[src/lss_pkg.sv]
`timescale 1ns / 1ps
`default_nettype none
package lss_pkg;
  localparam int SLOTS_DEF = 64;
  localparam int TICKET_BITS_DEF = 16;
  localparam int KIND_W = 3;
  localparam int SLOT_W = 6;
  localparam int TIXIN_W = 16;
  localparam int CHAN_W = 16;
  localparam int TOTAL_W = 22;
  localparam int MINT_W = 16;
  localparam int SEED_W = 31;
  localparam int ST_W = 3;

  localparam logic [KIND_W-1:0] K_PICK = 3'd0;
  localparam logic [KIND_W-1:0] K_ADMIT = 3'd1;
  localparam logic [KIND_W-1:0] K_YIELD = 3'd2;
  localparam logic [KIND_W-1:0] K_SLEEP = 3'd3;
  localparam logic [KIND_W-1:0] K_EXIT = 3'd4;
  localparam logic [KIND_W-1:0] K_WAKE = 3'd5;
  localparam logic [KIND_W-1:0] K_FREE = 3'd6;

  localparam logic [ST_W-1:0] ST_UNUSED = 3'd0;
  localparam logic [ST_W-1:0] ST_SLEEPING = 3'd1;
  localparam logic [ST_W-1:0] ST_RUNNABLE = 3'd2;
  localparam logic [ST_W-1:0] ST_RUNNING = 3'd3;
  localparam logic [ST_W-1:0] ST_ZOMBIE = 3'd4;

  localparam logic [SEED_W-1:0] PM_MOD = 31'h7fffffff;
  localparam logic [15:0] PM_MUL = 16'd48271;
  localparam logic [15:0] PM_Q = 16'(32'h7fffffff / 32'd48271);
  localparam logic [15:0] PM_R = 16'(32'h7fffffff % 32'd48271);
  // Rounded-up reciprocal of PM_Q scaled by 2^47; exact quotient for any 31-bit value.
  localparam logic [31:0] PM_QINV = 32'((64'd1 << 47) / 64'(PM_Q) + 64'd1);

  localparam logic CFG_MINT = 1'b0;
  localparam logic CFG_SEED = 1'b1;

  // Commands from the controller to the datapath.
  typedef struct packed {
    logic load;       // latch input item, start at slot zero
    logic clr_step;   // clearing pass: clear entry at scan index
    logic rd;         // issue table read at scan index
    logic srd;        // issue table read at the item's slot
    logic scan;       // process read data of previous index
    logic rng_start;  // start generator step
    logic div_start;  // start draw mod total
    logic single;     // apply single-slot item update
    logic commit;     // load output register
  } lss_cmd_t;

  typedef struct packed {
    logic scan_last;  // scan index is the last slot
    logic rng_done;
    logic div_done;
    logic found_hit;  // running sum reached target
    logic total_nz;   // tickets in play
  } lss_sts_t;
endpackage
`default_nettype wire

[src/lss_ctrl.sv]
`timescale 1ns / 1ps
`default_nettype none
module lss_ctrl (
  input  wire logic clk,
  input  wire logic rst_n,
  input  wire logic in_valid,
  output logic in_ready,
  input  wire logic [lss_pkg::KIND_W-1:0] in_kind,
  output logic out_valid,
  input  wire logic out_ready,
  output lss_pkg::lss_cmd_t cmd,
  input  wire lss_pkg::lss_sts_t sts
);
  import lss_pkg::*;
  localparam logic [3:0] S_CLR = 4'd0, S_IDLE = 4'd1, S_SRD = 4'd2, S_SAPP = 4'd3,
    S_RNG = 4'd4, S_DIV = 4'd5, S_SCAN = 4'd6, S_LAST = 4'd7, S_COMMIT = 4'd8,
    S_OUT = 4'd9, S_DIVW = 4'd10;
  logic [3:0] state_r, state_nxt;
  logic ov_r, ov_nxt;
  logic first_r, rng_go_r;

  assign out_valid = ov_r;
  assign in_ready = (state_r == S_IDLE) && (!ov_r || out_ready);

  always_comb begin
    cmd = '0;
    state_nxt = state_r;
    ov_nxt = ov_r;
    if (out_ready) ov_nxt = 1'b0;
    case (state_r)
      S_CLR: begin
        cmd.clr_step = 1'b1;
        if (sts.scan_last) state_nxt = S_IDLE;
      end
      S_IDLE: if (in_valid && in_ready) begin
        cmd.load = 1'b1;
        if (in_kind == K_PICK) state_nxt = sts.total_nz ? S_RNG : S_COMMIT;
        else if (in_kind == K_WAKE) state_nxt = S_SCAN;
        else state_nxt = S_SRD;
      end
      S_SRD: begin cmd.srd = 1'b1; state_nxt = S_SAPP; end
      S_SAPP: begin cmd.single = 1'b1; state_nxt = S_COMMIT; end
      S_RNG: begin
        if (sts.rng_done) begin cmd.div_start = 1'b1; state_nxt = S_DIV; end
      end
      S_DIV: if (sts.div_done) state_nxt = S_DIVW;
      S_DIVW: state_nxt = S_SCAN;
      S_SCAN: begin
        cmd.rd = 1'b1;
        if (sts.scan_last) state_nxt = S_LAST;
      end
      S_LAST: state_nxt = S_COMMIT;
      S_COMMIT: begin cmd.commit = 1'b1; state_nxt = S_OUT; end
      S_OUT: begin ov_nxt = 1'b1; state_nxt = S_IDLE; end
      default: state_nxt = S_IDLE;
    endcase
    // Read data arrives in the cycle after the address; process it then.
    if ((state_r == S_SCAN && !first_r) || state_r == S_LAST) cmd.scan = 1'b1;
    if (state_r == S_RNG && rng_go_r) cmd.rng_start = 1'b1;
  end

  always_ff @(posedge clk) begin
    if (!rst_n) begin
      state_r <= S_CLR; ov_r <= 1'b0; first_r <= 1'b0; rng_go_r <= 1'b0;
    end else begin
      state_r <= state_nxt; ov_r <= ov_nxt;
      first_r <= (state_r != S_SCAN);
      rng_go_r <= (state_r == S_IDLE);
    end
  end
endmodule
`default_nettype wire

[config.mk]
export PLATFORM = sky130hd
export DESIGN_NAME = lss_ctrl
export DESIGN_NICKNAME = d
export VERILOG_FILES = /design/src/lss_pkg.sv /design/src/lss_ctrl.sv
export SDC_FILE = /design/constraint.sdc
export NUM_CORES = 1
export LEC_CHECK = 0
export ABC_AREA = 1
export BUFFER_PORTS_ARGS = -buffer_cell sky130_fd_sc_hd__clkbuf_2
export CAP_MARGIN = 20
export CORE_AREA = 10 10 47 49
export DETAILED_ROUTE_END_ITERATION = 8
export DIE_AREA = 0 0 57 59
export PLACE_DENSITY = 0.67
export SLEW_MARGIN = 20
export SYNTH_ARGS = -nofsm -noshare
export SYNTH_HDL_FRONTEND = slang
export SYNTH_SLANG_ARGS = --single-unit
[constraint.sdc]
create_clock -name clk -period 2.81 [get_ports clk]
set_input_delay 0.1405 -clock clk [delete_from_list [all_inputs] [get_ports clk]]
set_output_delay 0.1405 -clock clk [all_outputs]
set_load 0.02 [all_outputs]
* After elaboration in Yosys (flattened, before gate mapping)
Index checks and enable logic that the tools add are counted.
Widths: inputs -> output; s select.
** Operators by class
- Equality and inequality tests :: 17
- Reductions and logical operators :: 13
- Muxes and demuxes :: 22
** Operators by type and width (number)
- $pmux 4 s9 :: 1
- $mux 4 :: 7
- $eq 4x3->1 const B :: 4
- $mux 1 :: 13
- $eq 4x4->1 const B :: 3
- $eq 4x2->1 const B :: 2
- $ne 2x2->1 const B :: 4
- $reduce_and 5->1 :: 1
- $eq 4x1->1 const B :: 1
- $logic_and 1x1->1 :: 4
- $logic_not 4->1 :: 1
- $ne 4x3->1 const B :: 1
- $eq 3x3->1 const B :: 1
- $logic_not 3->1 :: 1
- $mux 3 :: 1
- $logic_not 1->1 :: 2
- $logic_or 1x1->1 :: 2
- $ne 2x1->1 const B :: 1
- $reduce_bool 2->1 :: 1
- $reduce_or 2->1 :: 1
** Storage, ports and cells
- Output and inout port bits :: 11
- Input bits :: 12
- Word-level logic and storage cells :: 56
- Flip-flop bits (word level) :: 7

* Longest topological paths before layout
- Depth in word-level cells :: 6
- Mapped depth :: 9

* Worst setup path after synthesis
OpenSTA, ideal clock, no wires.
- Kind :: reg-to-output
- Start point :: register state_r[2]
- End point :: output cmd[8] (netlist bit)
- Data arrival time :: 1.179 ns
- Path slack :: 1.491 ns
- Cell stages (with the launch flop) :: 6
- Buffers on the path :: 0
- Cell sequence :: dfxtp_1 nor2_2 inv_2 nor2_4 inv_2 nor3_1
** RTL lines
- start: declaration :: RTL line lss_ctrl.sv:18 : logic [3:0] state_r, state_nxt;
- start signal: assignment :: RTL line lss_ctrl.sv:66 : state_r <= state_nxt; ov_r <= ov_nxt;
- end: declaration :: RTL line lss_ctrl.sv:11 : output lss_pkg::lss_cmd_t cmd,

==> out/qor.yml <==
status: "completed"
path_clk_slew_ns: 0.05
first_iter_violations: 8
wl_per_cell_um: 10.1
rrSetupSlack_ns: 1.54
cts_resized: 0
endpoint_kind: "primary output"
cts_setup_buffers: 0
syn_area_per_cell_sq_um: 5.66
nets: 132
worstHoldPathCells: 3
vias: 609
fin_worst_skew_ns: 0.00394
drt-total-wl_mm: 1.36
place_area_sq_um: 657
arrival_ns: 1.41
fill_cells: 178
peakVddDrop_mv: 0.395
cp_num_buf_inv: 3
worst_pin_slew_ns: 0.267
syn_inst: 94
ys_ff_latch: 7
synthesis.area_sq_um: 532
cap_violations: 0
tns_ns: 0
yosysSeqAreaShare_pct: 26.4
slowest_delay_ns: 0.37
grt_pass1_wl_mm: 2.19
critPathKind: "reg -> out"
drive_above_1_share_pct: 31.9
hp-class: "in -> reg"
cp_slowest_cell: "dfxtp_1"
hold_viol: 0
grt-ovfl-total: 0
clk_latency_ns: 0.25
p_per_area_nw_per_um2: 688
r2r_cells: 8
min-delay-start: "rst_n"
postCtsHoldBufs: 0
slew_viol_final: 0
total_power_mw: 0.470
crit_path_start_kind: "flip-flop"
die_height_um: 59
crit_top_cell: "nor2_1"
holdPathEnd: "state_r[0]"
cts_max_path_buffers: 2
max_freq_ghz: 0.646
drc_errors: 0
synth_warnings: 0
critical_path_peak_fanout: 6
area_growth_pct: 28.5
num_rows: 14
antenna_found_initial: 0
start_util_pct: 37.9
path_cells: "nor2_1 > inv_1 > nor2_1 > inv_1 > nor2_1 > clkbuf_2"
synth_fp_nets: 106
cts_tree: "yes"
vias_per_cell: 4.51
grt_max_degree: 7
die_w_um: 57
diodes: 0
die_area_sq_um: 3360
setup_violations: 0
cp.required_ns: 2.67
slew_headroom_pct: 82.1
synth_cell_type_count: 16
cts_buffers: 3
cts_sinks: 7
fin_hold_ws_ns: 0.107
dp_hpwl_mm: 1.21
drtPass1Iterations: 4
clock-root-buffer: "clkbuf_4"
r2r-end: "state_r[2]"
rr_startpoint: "state_r[3]"
fin_crit_ns: 1.55
num_io_pins: 23
globalRouteTotalUtil_pct: 7.58
h-tree-depth: 1
rsz0062_at_grt: "false"
coreArea_sq_um: 1400
fin_area_sq_um: 683
period_share_pct: 55.1
leakage_nw: 0.411
portBuffers: 21
path_delay_family: "simple AND/OR/NAND/NOR gates"
grt_pass1_vias: 595
ant_nets: 0
gp_congestion: 0.814
## synthesized netlist by cell type
| cell type | n | area share (%) |
|---|---|---|
| nand2_1 | 22 | 16 |
| inv_1 | 18 | 13 |
| nor2_1 | 16 | 11 |
| nand3_1 | 8 | 7.5 |
| dfxtp_1 | 7 | 26 |
| inv_2 | 5 | 3.5 |
| a21oi_1 | 4 | 3.8 |
| nor2_2 | 3 | 3.5 |
| nor3_1 | 3 | 2.8 |
| nor2_4 | 2 | 4.2 |
| a211oi_1 | 1 | 1.4 |
| a21oi_2 | 1 | 1.6 |
| nand2_2 | 1 | 1.2 |
| nand3_2 | 1 | 1.9 |
| o21ai_0 | 1 | 0.94 |
| o21ai_2 | 1 | 1.6 |
## worst reg2reg max path, stage by stage, from the launching register on
cell and delay [ns]:
dfxtp_1 0.41, inv_2 0.06, nor2_1 0.18, nand2_1 0.12
nand2_1 0.10, nor2_1 0.05, nand2_1 0.06, nand3_1 0.11
a21oi_2 0.12
## logic make-up (layout without fill, tap and decap cells)
family	Yosys count	count (layout)	synth area share, %
AO/OA/AOI/OAI	8	8	9.41
buffers and inverters	23	48	16.2
flip-flops	7	7	26.4
AND/OR/NAND/NOR	56	56	48.0
## registers in the layout, summed over array words and instances, names as in the netlist
signal and cells:
state_r 4, out_valid 1, rng_go_r 1, first_r 1
## per-stage QoR
stage	util, %	std cells	setup slack [ns]
floorplan	-	94	1.49
finish	48.8	135	1.26
CTS	48.8	135	1.24
detailed placement	46.9	131	1.51
global route	48.8	135	1.09
global placement	46.9	131	1.54
## how the worst max path moves through the flow
stage / from / to / slack (ns) / depth (start not counted)
detailed placement: state_r[0] / cmd[2] / 1.51 / 6
floorplan: state_r[2] / cmd[8] / 1.49 / 5
global route: state_r[0] / cmd[2] / 1.09 / 6
CTS: state_r[0] / cmd[2] / 1.24 / 6
global placement: state_r[3] / state_r[2] / 1.54 / 8
finish: state_r[0] / cmd[2] / 1.26 / 6
## cell type report
cell class,instances,area (sq um),area share [%]
Clock buffer,4,26.3,3.85
Multi-Input combinational cell,64,305,44.7
Sequential cell,7,140,20.5
Inverter,23,86.3,12.6
Tap cell,16,20.0,2.93
Timing Repair Buffer,21,105,15.4
## routing by layer
| layer | wire length, um | share of wire (%) | global-route usage (%) | vias to the layer above |
|---|---|---|---|---|
| met5 | 0 | 0 | 0 | - |
| met4 | 6 | 0.44 | 1.01 | 0 |
| met3 | 111 | 8.2 | 3.22 | 2 |
| met2 | 569 | 42 | 12.6 | 25 |
| met1 | 670 | 49 | 9.09 | 247 |
| li1 | - | - | - | 335 |
## power by group
| group | internal, mW | leakage (nW) | switching, mW |
|---|---|---|---|
| combinational | 0.0811 | 0.339 | 0.161 |
| sequential | 0.116 | 0.0574 | 0.0201 |
| clock | 0.0543 | 0.0150 | 0.0380 |
## cell usage in the layout (no fill, tap or decap)
cell / synthesis / final
nand2_2: 1 / 1
inv_1: 18 / 18
a21oi_2: 1 / 1
o21ai_2: 1 / 1
nor3_1: 3 / 3
clkbuf_4: 0 / 3
nand3_1: 8 / 8
inv_2: 5 / 5
nand3_2: 1 / 1
a211oi_1: 1 / 1
nor2_2: 3 / 3
nor2_4: 2 / 2
nor2_1: 16 / 16
a21oi_1: 4 / 4
o21ai_0: 1 / 1
clkbuf_1: 0 / 1
dfxtp_1: 7 / 7
clkbuf_2: 0 / 21
nand2_1: 22 / 22
Note: power is estimated with default switching activity, not from simulation.
